`config.mk`:
```
export PLATFORM = sky130hd
export DESIGN_NAME = amp_safety_interlock
export DESIGN_NICKNAME = d
export VERILOG_FILES = /design/src/design/asi_pkg.sv /design/src/design/asi_step.sv /design/src/design/amp_safety_interlock.sv
export SDC_FILE = /design/constraint.sdc
export NUM_CORES = 1
export LEC_CHECK = 0
export BUFFER_PORTS_ARGS = -buffer_cell sky130_fd_sc_hd__buf_2
export CAP_MARGIN = 15
export CORE_MARGIN = 2
export CORE_UTILIZATION = 54
export DETAILED_ROUTE_END_ITERATION = 7
export GPL_ROUTABILITY_DRIVEN = 0
export PLACE_DENSITY = 0.8
export SLEW_MARGIN = 25
export SYNTH_ARGS = -nofsm -noshare
export SYNTH_HDL_FRONTEND = slang
export SYNTH_SLANG_ARGS = --single-unit
export TNS_END_PERCENT = 5
```
`constraint.sdc`:
```
create_clock -name clk -period 2.3 [get_ports clk]
set_input_delay 0.345 -clock clk [delete_from_list [all_inputs] [get_ports clk]]
set_output_delay 0.345 -clock clk [all_outputs]
set_load 0.01 [all_outputs]
```
`src/design/asi_pkg.sv`:
```
`timescale 1ns / 1ps

package asi_pkg;

	// Sizes
	localparam int CountW     = 12;
	localparam int StreamW    = 3;
	localparam int ModeW      = 5;
	localparam int CfgIndexW  = 2;
	localparam int CfgDataW   = 12;

	localparam logic [StreamW-1:0] MAX_STREAMS = 3'd4;

	localparam logic [CountW-1:0] ARM_TICKS_RST  = 12'd3000;
	localparam logic [CountW-1:0] LIVE_TICKS_RST = 12'd500;

	// Event modes
	localparam logic [ModeW-1:0] MODE_TICK       = 5'd0;
	localparam logic [ModeW-1:0] MODE_GATE_OPEN  = 5'd1;
	localparam logic [ModeW-1:0] MODE_GATE_REL   = 5'd2;
	localparam logic [ModeW-1:0] MODE_ARM        = 5'd3;
	localparam logic [ModeW-1:0] MODE_UNMUTE     = 5'd4;
	localparam logic [ModeW-1:0] MODE_SAFE       = 5'd5;
	localparam logic [ModeW-1:0] MODE_KEEPALIVE  = 5'd6;
	localparam logic [ModeW-1:0] MODE_DAC_MUTE   = 5'd7;
	localparam logic [ModeW-1:0] MODE_LINE_28DB  = 5'd12;
	localparam logic [ModeW-1:0] MODE_STARTUP    = 5'd13;
	localparam logic [ModeW-1:0] MODE_PREPARE    = 5'd14;
	localparam logic [ModeW-1:0] MODE_TRIGGER    = 5'd15;
	localparam logic [ModeW-1:0] MODE_FREE       = 5'd16;
	localparam logic [ModeW-1:0] MODE_SHUTDOWN   = 5'd17;
	localparam logic [ModeW-1:0] MODE_UNKNOWN    = 5'd18;
	localparam logic [ModeW-1:0] MODE_REMOVE     = 5'd19;

	// Trigger kinds
	localparam logic [1:0] TRIG_START = 2'd0;
	localparam logic [1:0] TRIG_STOP  = 2'd1;

	// Status codes
	localparam logic [2:0] ST_OK      = 3'd0;
	localparam logic [2:0] ST_BUSY    = 3'd1;
	localparam logic [2:0] ST_PERM    = 3'd2;
	localparam logic [2:0] ST_UNKNOWN = 3'd3;
	localparam logic [2:0] ST_BADTRIG = 3'd4;

	localparam logic [2:0] ACT_NONE = 3'd0;

	// Configuration register indexes
	localparam logic [CfgIndexW-1:0] REG_GATES_PRESENT = 2'd0;
	localparam logic [CfgIndexW-1:0] REG_CODEC_PRESENT = 2'd1;
	localparam logic [CfgIndexW-1:0] REG_ARM_TICKS     = 2'd2;
	localparam logic [CfgIndexW-1:0] REG_LIVE_TICKS    = 2'd3;

	typedef struct packed {
		logic [ModeW-1:0] mode;
		logic             is_playback;
		logic             caller_is_owner;
		logic             caller_privileged;
		logic [1:0]       trigger_kind;
	} asi_evt_t;

	typedef struct packed {
		logic [2:0] status;
		logic       enable_gate;
		logic       unmute_gate;
		logic       playing;
		logic [2:0] codec_action;
		logic       timeout_fired;
	} asi_res_t;

	typedef struct packed {
		logic              gates_present;
		logic              codec_present;
		logic [CountW-1:0] arm_ticks;
		logic [CountW-1:0] live_ticks;
	} asi_cfg_t;

	typedef struct packed {
		logic               shdn_released;
		logic               mute_released;
		logic               play_active;
		logic               play_open;
		logic               play_diagnostic;
		logic               gate_held;
		logic [StreamW-1:0] stream_count;
		logic [CountW-1:0]  countdown;
		logic               countdown_running;
	} asi_state_t;

endpackage

```
`src/design/asi_step.sv`:
```
`timescale 1ns / 1ps

// Next-state and result logic for one event
module asi_step import asi_pkg::*; (
	input  asi_evt_t   evt,
	input  asi_cfg_t   cfg,
	input  asi_state_t cur,
	output asi_state_t nxt,
	output asi_res_t   res
);

	logic [2:0] status;
	logic [2:0] action;
	logic       fired;
	asi_state_t s;

	// Mute, shut down and end playback; no effect without gates
	function automatic asi_state_t force_safe(asi_state_t st, logic gp);
		asi_state_t r;
		r = st;
		if (gp) begin
			r.mute_released = 1'b0;
			r.shdn_released = 1'b0;
			r.play_active = 1'b0;
		end
		return r;
	endfunction

	function automatic asi_state_t stop_cd(asi_state_t st);
		asi_state_t r;
		r = st;
		r.countdown = '0;
		r.countdown_running = 1'b0;
		return r;
	endfunction

	function automatic asi_state_t load_cd(asi_state_t st, logic [CountW-1:0] ticks);
		asi_state_t r;
		r = st;
		r.countdown = ticks;
		r.countdown_running = 1'b1;
		return r;
	endfunction

	always_comb begin
		s      = cur;
		status = ST_OK;
		action = ACT_NONE;
		fired  = 1'b0;
		unique case (evt.mode) inside
			MODE_TICK: begin
				if (s.countdown_running) begin
					if (s.countdown <= CountW'(1)) begin
						s = stop_cd(s);
						if (s.shdn_released || s.mute_released) begin
							s     = force_safe(s, cfg.gates_present);
							fired = 1'b1;
						end
					end else begin
						s.countdown = s.countdown - CountW'(1);
					end
				end
			end
			MODE_GATE_OPEN: begin
				if (!cfg.gates_present || !evt.caller_privileged) begin
					status = ST_PERM;
				end else if (s.gate_held) begin
					status = ST_BUSY;
				end else begin
					s = stop_cd(s);
					if (s.stream_count != '0) begin
						status = ST_BUSY;
					end else begin
						s = force_safe(s, cfg.gates_present);
						s.gate_held = 1'b1;
					end
				end
			end
			[MODE_GATE_REL:MODE_LINE_28DB], MODE_UNKNOWN: begin
				if (!cfg.gates_present || !s.gate_held) begin
					status = ST_PERM;
				end else begin
					case (evt.mode) inside
						MODE_GATE_REL: begin
							s = force_safe(stop_cd(s), cfg.gates_present);
							s.gate_held = 1'b0;
						end
						MODE_ARM: begin
							s = force_safe(stop_cd(s), cfg.gates_present);
							s.shdn_released = 1'b1;
							s = load_cd(s, cfg.arm_ticks);
						end
						MODE_UNMUTE: begin
							if (!s.shdn_released || s.mute_released) begin
								status = ST_PERM;
							end else begin
								s.mute_released = 1'b1;
								s = load_cd(s, cfg.live_ticks);
							end
						end
						MODE_SAFE: begin
							s = force_safe(stop_cd(s), cfg.gates_present);
						end
						MODE_KEEPALIVE: begin
							if (!s.mute_released) status = ST_PERM;
							else s = load_cd(s, cfg.live_ticks);
						end
						[MODE_DAC_MUTE:MODE_LINE_28DB]: begin
							if (!s.mute_released || !cfg.codec_present) begin
								status = ST_PERM;
							end else begin
								action = 3'(evt.mode - MODE_KEEPALIVE);
								s = load_cd(s, cfg.live_ticks);
							end
						end
						default: status = ST_UNKNOWN;
					endcase
				end
			end
			MODE_STARTUP: begin
				if (s.gate_held && !evt.caller_is_owner) begin
					status = ST_BUSY;
				end else if (s.stream_count >= MAX_STREAMS) begin
					status = ST_BUSY;
				end else if (evt.is_playback && s.play_open) begin
					status = ST_BUSY;
				end else begin
					if (evt.is_playback) begin
						s.play_open       = 1'b1;
						s.play_diagnostic = s.gate_held;
					end
					s.stream_count = s.stream_count + StreamW'(1);
				end
			end
			MODE_PREPARE: begin
				if (evt.is_playback && !s.play_diagnostic) begin
					if (s.gate_held) status = ST_BUSY;
					else s = force_safe(s, cfg.gates_present);
				end
			end
			MODE_TRIGGER: begin
				if (evt.is_playback && !s.play_diagnostic) begin
					if (evt.trigger_kind == TRIG_START) begin
						// Start playback: needs an open, non-diagnostic stream
						if (cfg.gates_present && !s.play_active) begin
							if (!s.play_open || s.gate_held) begin
								status = ST_BUSY;
							end else begin
								s.shdn_released = 1'b1;
								s.mute_released = 1'b1;
								s.play_active = 1'b1;
							end
						end
					end else if (evt.trigger_kind == TRIG_STOP) begin
						s = force_safe(s, cfg.gates_present);
					end else begin
						status = ST_BADTRIG;
					end
				end
			end
			MODE_FREE: begin
				if (evt.is_playback && !s.play_diagnostic)
					s = force_safe(s, cfg.gates_present);
			end
			MODE_SHUTDOWN: begin
				if (evt.is_playback) begin
					if (!s.play_diagnostic) s = force_safe(s, cfg.gates_present);
					s.play_open       = 1'b0;
					s.play_diagnostic = 1'b0;
				end
				if (s.stream_count != '0) s.stream_count = s.stream_count - StreamW'(1);
			end
			MODE_REMOVE: begin
				if (cfg.gates_present) s = force_safe(stop_cd(s), cfg.gates_present);
			end
			default: status = ST_UNKNOWN;
		endcase

		nxt               = s;
		res.status        = status;
		res.enable_gate   = s.shdn_released;
		res.unmute_gate   = s.mute_released;
		res.playing       = s.play_active;
		res.codec_action  = action;
		res.timeout_fired = fired;
	end

endmodule

```
`src/design/amp_safety_interlock.sv`:
```
`timescale 1ns / 1ps

// Amplifier safety interlock.
// Event channel (evt, evt_valid, evt_stall): one word per timer tick, test-gate
// event or stream event. Result channel (res, res_valid, res_stall): one word
// per event, in order, carrying status, gate levels, codec action and the
// keepalive-expiry flag. Configuration (cfg_valid, cfg_ready, cfg_index,
// cfg_data) writes the four registers; cfg_ready is always high, and writes
// are expected only while no event is in flight.
// An accepted event lands in the input register, and its result is registered in
// the result register and then driven on res. One event per cycle while
// res_stall is low; the interlock state updates in a single pass between the
// two registers.
// When res_stall is held, the result register keeps its word and the input
// register can still take one more event; after that evt_stall rises.
// Reset (arst_n low) clears all gate levels, flags, the stream count and the
// countdown, empties both registers, and restores the configuration defaults
// (gates and codec present, arm timeout 3000 ticks, live timeout 500 ticks).
module amp_safety_interlock import asi_pkg::*; (
	input  logic                 clk,
	input  logic                 arst_n,
	input  asi_evt_t             evt,
	input  logic                 evt_valid,
	output logic                 evt_stall,
	output asi_res_t             res,
	output logic                 res_valid,
	input  logic                 res_stall,
	input  logic                 cfg_valid,
	output logic                 cfg_ready,
	input  logic [CfgIndexW-1:0] cfg_index,
	input  logic [CfgDataW-1:0]  cfg_data
);

	asi_evt_t   evt_s1;
	logic       valid_s1;
	asi_res_t   res_q;
	logic       res_valid_q;
	asi_state_t state_q;
	asi_cfg_t   cfg_q;
	asi_state_t state_nxt;
	asi_res_t   res_nxt;
	logic       s1_move;
	logic       evt_take;

	// Handshake control
	assign s1_move   = valid_s1 && (!res_valid_q || !res_stall);
	assign evt_stall = valid_s1 && !s1_move;
	assign evt_take  = evt_valid && !evt_stall;
	assign cfg_ready = 1'b1;
	assign res       = res_q;
	assign res_valid = res_valid_q;

	asi_step u_step (
		.evt (evt_s1),
		.cfg (cfg_q),
		.cur (state_q),
		.nxt (state_nxt),
		.res (res_nxt)
	);

	// Payload registers
	always_ff @(posedge clk) begin
		if (evt_take) evt_s1 <= evt;
		if (s1_move) res_q <= res_nxt;
	end

	// Control, state and configuration
	always_ff @(posedge clk or negedge arst_n) begin
		if (!arst_n) begin
			valid_s1    <= 1'b0;
			res_valid_q <= 1'b0;
			state_q     <= '0;
			cfg_q.gates_present <= 1'b1;
			cfg_q.codec_present <= 1'b1;
			cfg_q.arm_ticks     <= ARM_TICKS_RST;
			cfg_q.live_ticks    <= LIVE_TICKS_RST;
		end else begin
			if (evt_take) valid_s1 <= 1'b1;
			else if (s1_move) valid_s1 <= 1'b0;

			if (s1_move) begin
				res_valid_q <= 1'b1;
				state_q     <= state_nxt;
			end else if (!res_stall) begin
				res_valid_q <= 1'b0;
			end

			if (cfg_valid && cfg_ready) begin
				unique case (cfg_index)
					REG_GATES_PRESENT: cfg_q.gates_present <= cfg_data[0];
					REG_CODEC_PRESENT: cfg_q.codec_present <= cfg_data[0];
					REG_ARM_TICKS:     cfg_q.arm_ticks     <= cfg_data;
					REG_LIVE_TICKS:    cfg_q.live_ticks    <= cfg_data;
					default: ;
				endcase
			end
		end
	end

endmodule

```
# Word level (Yosys, flattened, before mapping)
# Cells that the tools add are included.
# word_totals
regBits	70
latchBits	0
mem_bits_rw	0
mem_bits_ro	0
inputBits	29
out_inout_bits	13
word_cells	204
mem_count	0
# op_classes
n_addsub	4
mul	0
div	0
n_lt_le_gt_ge	5
n_eq_ne	34
shift	0
mux	74
n_bitwise	9
reduce_logical	52
# op_table
operator	n
$mux W22	19
$pmux W13 S8	1
$mux W21	3
$mux W3	20
$reduce_and A14 Y1	2
$pmux W3 S9	1
$mux W13	2
$pmux W3 S8	1
$mux W2	11
$ne A2 B2 Y1 const B	11
$eq A5 B5 Y1 const B	4
$mux W19	1
$pmux W2 S9	1
$pmux W3 S6	1
$eq A5 B3 Y1 const B	3
$eq A5 B4 Y1 const B	3
$reduce_and A15 Y1	1
$logic_not A1 Y1	14
$le A12 B1 Y1 const B	1
$mux W12	1
$reduce_and A12 Y1	1
$sub A12 B1 Y12 const B	1
$reduce_and A11 Y1	1
$eq A5 B2 Y1 const B	2
other kinds (31)	72

# Longest topological paths before layout
# logic_depth
word_depth	11
depth_mapped	10
mapped_depth_nobuf	8

# Cells and area by module
# Synthesis repeated with hierarchy kept, for this count alone.
# hier_totals
cells_unflattened	517
area_unflattened_um2	5038.6
# by_module_without_submodules
mod	instances	cells_per_inst	area_each_um2	seq_area_each_um2
amp_safety_interlock	1	134	2597.5	1870.5
asi_step	1	383	2441.1	0.0

# Worst setup path after synthesis
# No wires, ideal clock.
# synth_path
kind	reg2reg
startpoint	reg evt_s1[6] (netlist name)
endpoint	reg state_q[1] (netlist name)
setup_ns	0.125
arrival_time_ns	2.416
t_required_ns	2.175
slack_ns	-0.240
stages_incl_launch_ff	10
path_buffers	1
synth_period_minus_slack_ns	2.540
cell_sequence	edfxtp_1 -> buf_2 -> inv_1 -> ha_1 -> nor2b_1 -> a221oi_4 -> a2111oi_0 -> o21ai_1 -> nor3b_2 -> mux2_2
# synth_between
elab_chain_cells	8
elab_cells_between_ends	41
classes_between	order compare: 3; eq/ne: 21; mux: 7; bitwise: 4; reduce/logical: 6
# synth_lines
item	line	text
from (decl)	amp_safety_interlock.sv:34	asi_evt_t evt_s1;
from (signal assigned)	amp_safety_interlock.sv:63	if (evt_take) evt_s1 <= evt;
$eq A5 B3 Y1 (no line)	-	
$mux W21	asi_step.sv:83	case (evt.mode) inside
$mux W22 (4 in a row)	asi_step.sv:83	
$mux W22	asi_step.sv:80	if (!cfg.gates_present || !s.gate_held) begin
$pmux W13 S8	asi_step.sv:50	unique case (evt.mode) inside
to (signal assigned)	amp_safety_interlock.sv:83	state_q <= state_nxt;
to (decl)	amp_safety_interlock.sv:38	asi_state_t state_q;
# Parallel ways exist; a longest one is shown, timed or not. The select of a mux whose other input is x is not followed.
# A chain may end at the register's enable or synchronous reset.

==> flow_summary_export.csv <==
group,metric,value,unit
die,start_util,0.565,
worst_setup_path,worstPathArrival,2490,ps
finish,multiInputGateArea,0.00224,mm²
synth,synth_top_area_cell,"dfrtp_1",
sta,max_freq,420,MHz
clock_network,clk_pin_slew,90,ps
route,wl_per_cell,18.2,µm
synth,ys_seq_elements,70,
synth,netlist_area,0.00414,mm²
worst_setup_path,end_kind,"flip-flop",
finish,nets,532,
power,power_density,658,mW/mm²
grt,grt_pass1_vias,3588,
placement,place_hpwl,7610,µm
finish,layout_commonest_cell,"buf_4",
grt,grt_pass1_wl,18200,µm
finish,area_delta_synth_final,25.8,%
grt,grt_usage,0.278,
placement,dp_slack,-151,ps
placement,placed_area,0.00481,mm²
worst_setup_path,r2r_slack,-80,ps
finish,diodes,0,
power,p_leak,2.30,nW
route,via_per_inst,6.17,
synth,synth_edf_count,20,
finish,layout_common_cells,"56 x buf_4, 40 x buf_2, 34 x dfrtp_1",
sta,period_needed,2380,ps
synth,synth_top_area_share,0.211,
sta,fin_tns_setup,-1070,ps
sta,setup_violations,17,
clock_network,h-tree-depth,3,
clock_network,cts_sinks,70,
die,die_x,91.6,µm
worst_setup_path,crit_start,"evt_s1[7]",
clock_network,cts_buffer_depth,2,
die,fp.dieArea,0.00839,mm²
worst_setup_path,reg2regPathDepth,10,
grt,antenna_found_initial,0,
worst_setup_path,cp_max_fo,6,
route,ant_nets,0,
worst_setup_path,start_kind,"flip-flop",
worst_setup_path,required,2410,ps
route,drc_errors,0,
synth,syn_inst,406,
clock_network,clk-insertion-delay-late,360,ps
finish,seqCellArea,0.00187,mm²
synth,synthTopCellsByArea,"dfrtp_1 21%, edfxtp_1 14%, dfstp_2 9.5%, mux2_2 7.9%, mux2i_1 3.1%",
run,drv_cap,0,
grt,grt_start_max_net_pins,22,
route,drtIter0Drc,531,
sta,final.period_utilization,1.04,
synth,yosysSeqAreaShare,0.451,
sta,fin_ws,-80.8,ps
die,die_y,91.6,µm
grt,grt-ovfl-total,0,
sta,slew_violations,0,
finish,filler_cell_count,506,
clock_network,cts_tree,"yes",
sta,relSlewSlack,0.584,
power,peakVddDrop,0.000486,V
sta,hold_viol_final,0,
route,wl,10900,µm
synth,yosysWarningCount,0,
clock_network,cts_buffers,9,
die,core,0.00733,mm²
sta,tightestPinTransition,622,ps
finish,finalInstanceArea,0.00521,mm²
sta,grt_setup_unrepaired,"true",
die,rows,31,
worst_setup_path,criticalPathCategory,"reg2reg",
finish,drive_above_1_share,0.398,
synth,async_flop_share,0.714,
synth,syn_nets,441,
hold_path,hp-class,"in2reg",
outcome,violations,"negative setup slack",
route,firstDrtPassIters,5,
worst_setup_path,timing.rr.start,"evt_s1[7]",
outcome,status,"finished with violations",
placement,port_buffers,40,
clock_network,cts_root_buffer,"clkbuf_8",
synth,yosysUniqueCellTypes,73,
route,dr_total_vias,3706,
finish,finalNonFillerCells,601,
worst_setup_path,endpoint,"res[6]",
placement,dp_cells,575,
worst_setup_path,timing.rr.end,"res[6]",
synth,synth.avg_cell_area,10.2,µm²
synth,synthFlopType,"dfrtp_1",
sta,finClkSkew,13.2,ps
die,io-pin-count,42,
[worst min path at each step]
stage	start	end	slack, ps	depth (start not counted)
finish	evt[1]	evt_s1[1]	160	1
global route	evt[0]	evt_s1[0]	150	1
CTS	evt[3]	evt_s1[3]	150	1
detailed placement	arst_n	cfg_q[0]	350	1
global placement	arst_n	valid_s1	340	1
floorplan	arst_n	cfg_q[0]	50	0
[kinds of logic (layout without fill, tap and decap cells)]
family                     Yosys count  count (layout)  share of synthesized area
DFF                                 70              70                      0.451
and+or+nand+nor                    148             148                      0.198
buffers and inverters               39             135                     0.0432
other                                1               1                   0.000905
adders and majority gates            6               6                     0.0199
AOI/OAI and AO/OA                   96              96                      0.168
xor gates and xnor gates             4               4                    0.00846
muxes                               42              42                      0.110
[routing by layer]
layer | track usage | vias to the layer above | share of wire
li1 | - | 1703 | -
met1 | 0.363 | 1742 | 0.41
met2 | 0.449 | 224 | 0.48
met3 | 0.0822 | 37 | 0.091
met4 | 0.0783 | 0 | 0.022
met5 | 0 | - | 0
[power by group]
| part | switching (mW) | leakage [nW] | internal (mW) | total (mW) |
|---|---|---|---|---|
| Clock | 0.551 | 0.0931 | 0.416 | 0.967 |
| Combinational | 0.428 | 1.42 | 0.389 | 0.817 |
| Sequential | 0.141 | 0.785 | 1.50 | 1.64 |
| Total | 1.12 | 2.30 | 2.31 | 3.43 |
[registers in the layout, summed over array words and instances (netlist names)]
register	count
state_q	22
res	10
res_valid	1
valid_s1	1
evt_s1	10
cfg_q	26
[Yosys cell counts (7+ instances only)]
cell,n
a22o_1,10
dfstp_2,15
nand2_1,30
nor2b_1,7
dfrtp_1,35
a21oi_1,22
o21ai_0,10
mux2i_1,13
nor2_1,21
nand3_1,22
edfxtp_1,20
buf_2,7
nand2b_1,10
clkbuf_1,8
mux2_2,29
nor3_1,10
inv_1,16
[repair_timing]
item,4_1_cts,5_1_grt
hold endpoints to repair,16,0
hold buffers,1,0
resized for setup,21,17
setup buffers,9,1
pin swaps,8,6
endpoints found under the setup margin,23,29
[worst max-delay path, cell delays in order, from the launching register on]
cell,delay [ps]
edfxtp_1,500
buf_4,190
buf_4,150
nand2b_1,90
buf_4,150
nor3_1,70
a222oi_1,430
nand4_1,150
buf_4,190
o21ai_2,130
nand3_1,90
[per-stage QoR]
| step | hold slack [ps] | total power [mW] | util |
|---|---|---|---|
| CTS | 152 | 3.39 | 0.701 |
| detailed placement | 348 | 2.41 | 0.656 |
| global placement | 340 | 2.36 | 0.656 |
| finish | 159 | 3.43 | 0.711 |
| floorplan | 49.4 | 2.09 | - |
| global route | 146 | 3.59 | 0.711 |
[layout make-up]
cell class / count / area share
inverters: 16 / 0.0120
clock inverters: 7 / 0.0120
well taps: 99 / 0.0238
repair buffers: 103 / 0.139
flip-flops and latches: 70 / 0.359
multi-input cells: 297 / 0.430
clock buffers: 9 / 0.0238
No activity file was read; power rests on OpenSTA's default activity.
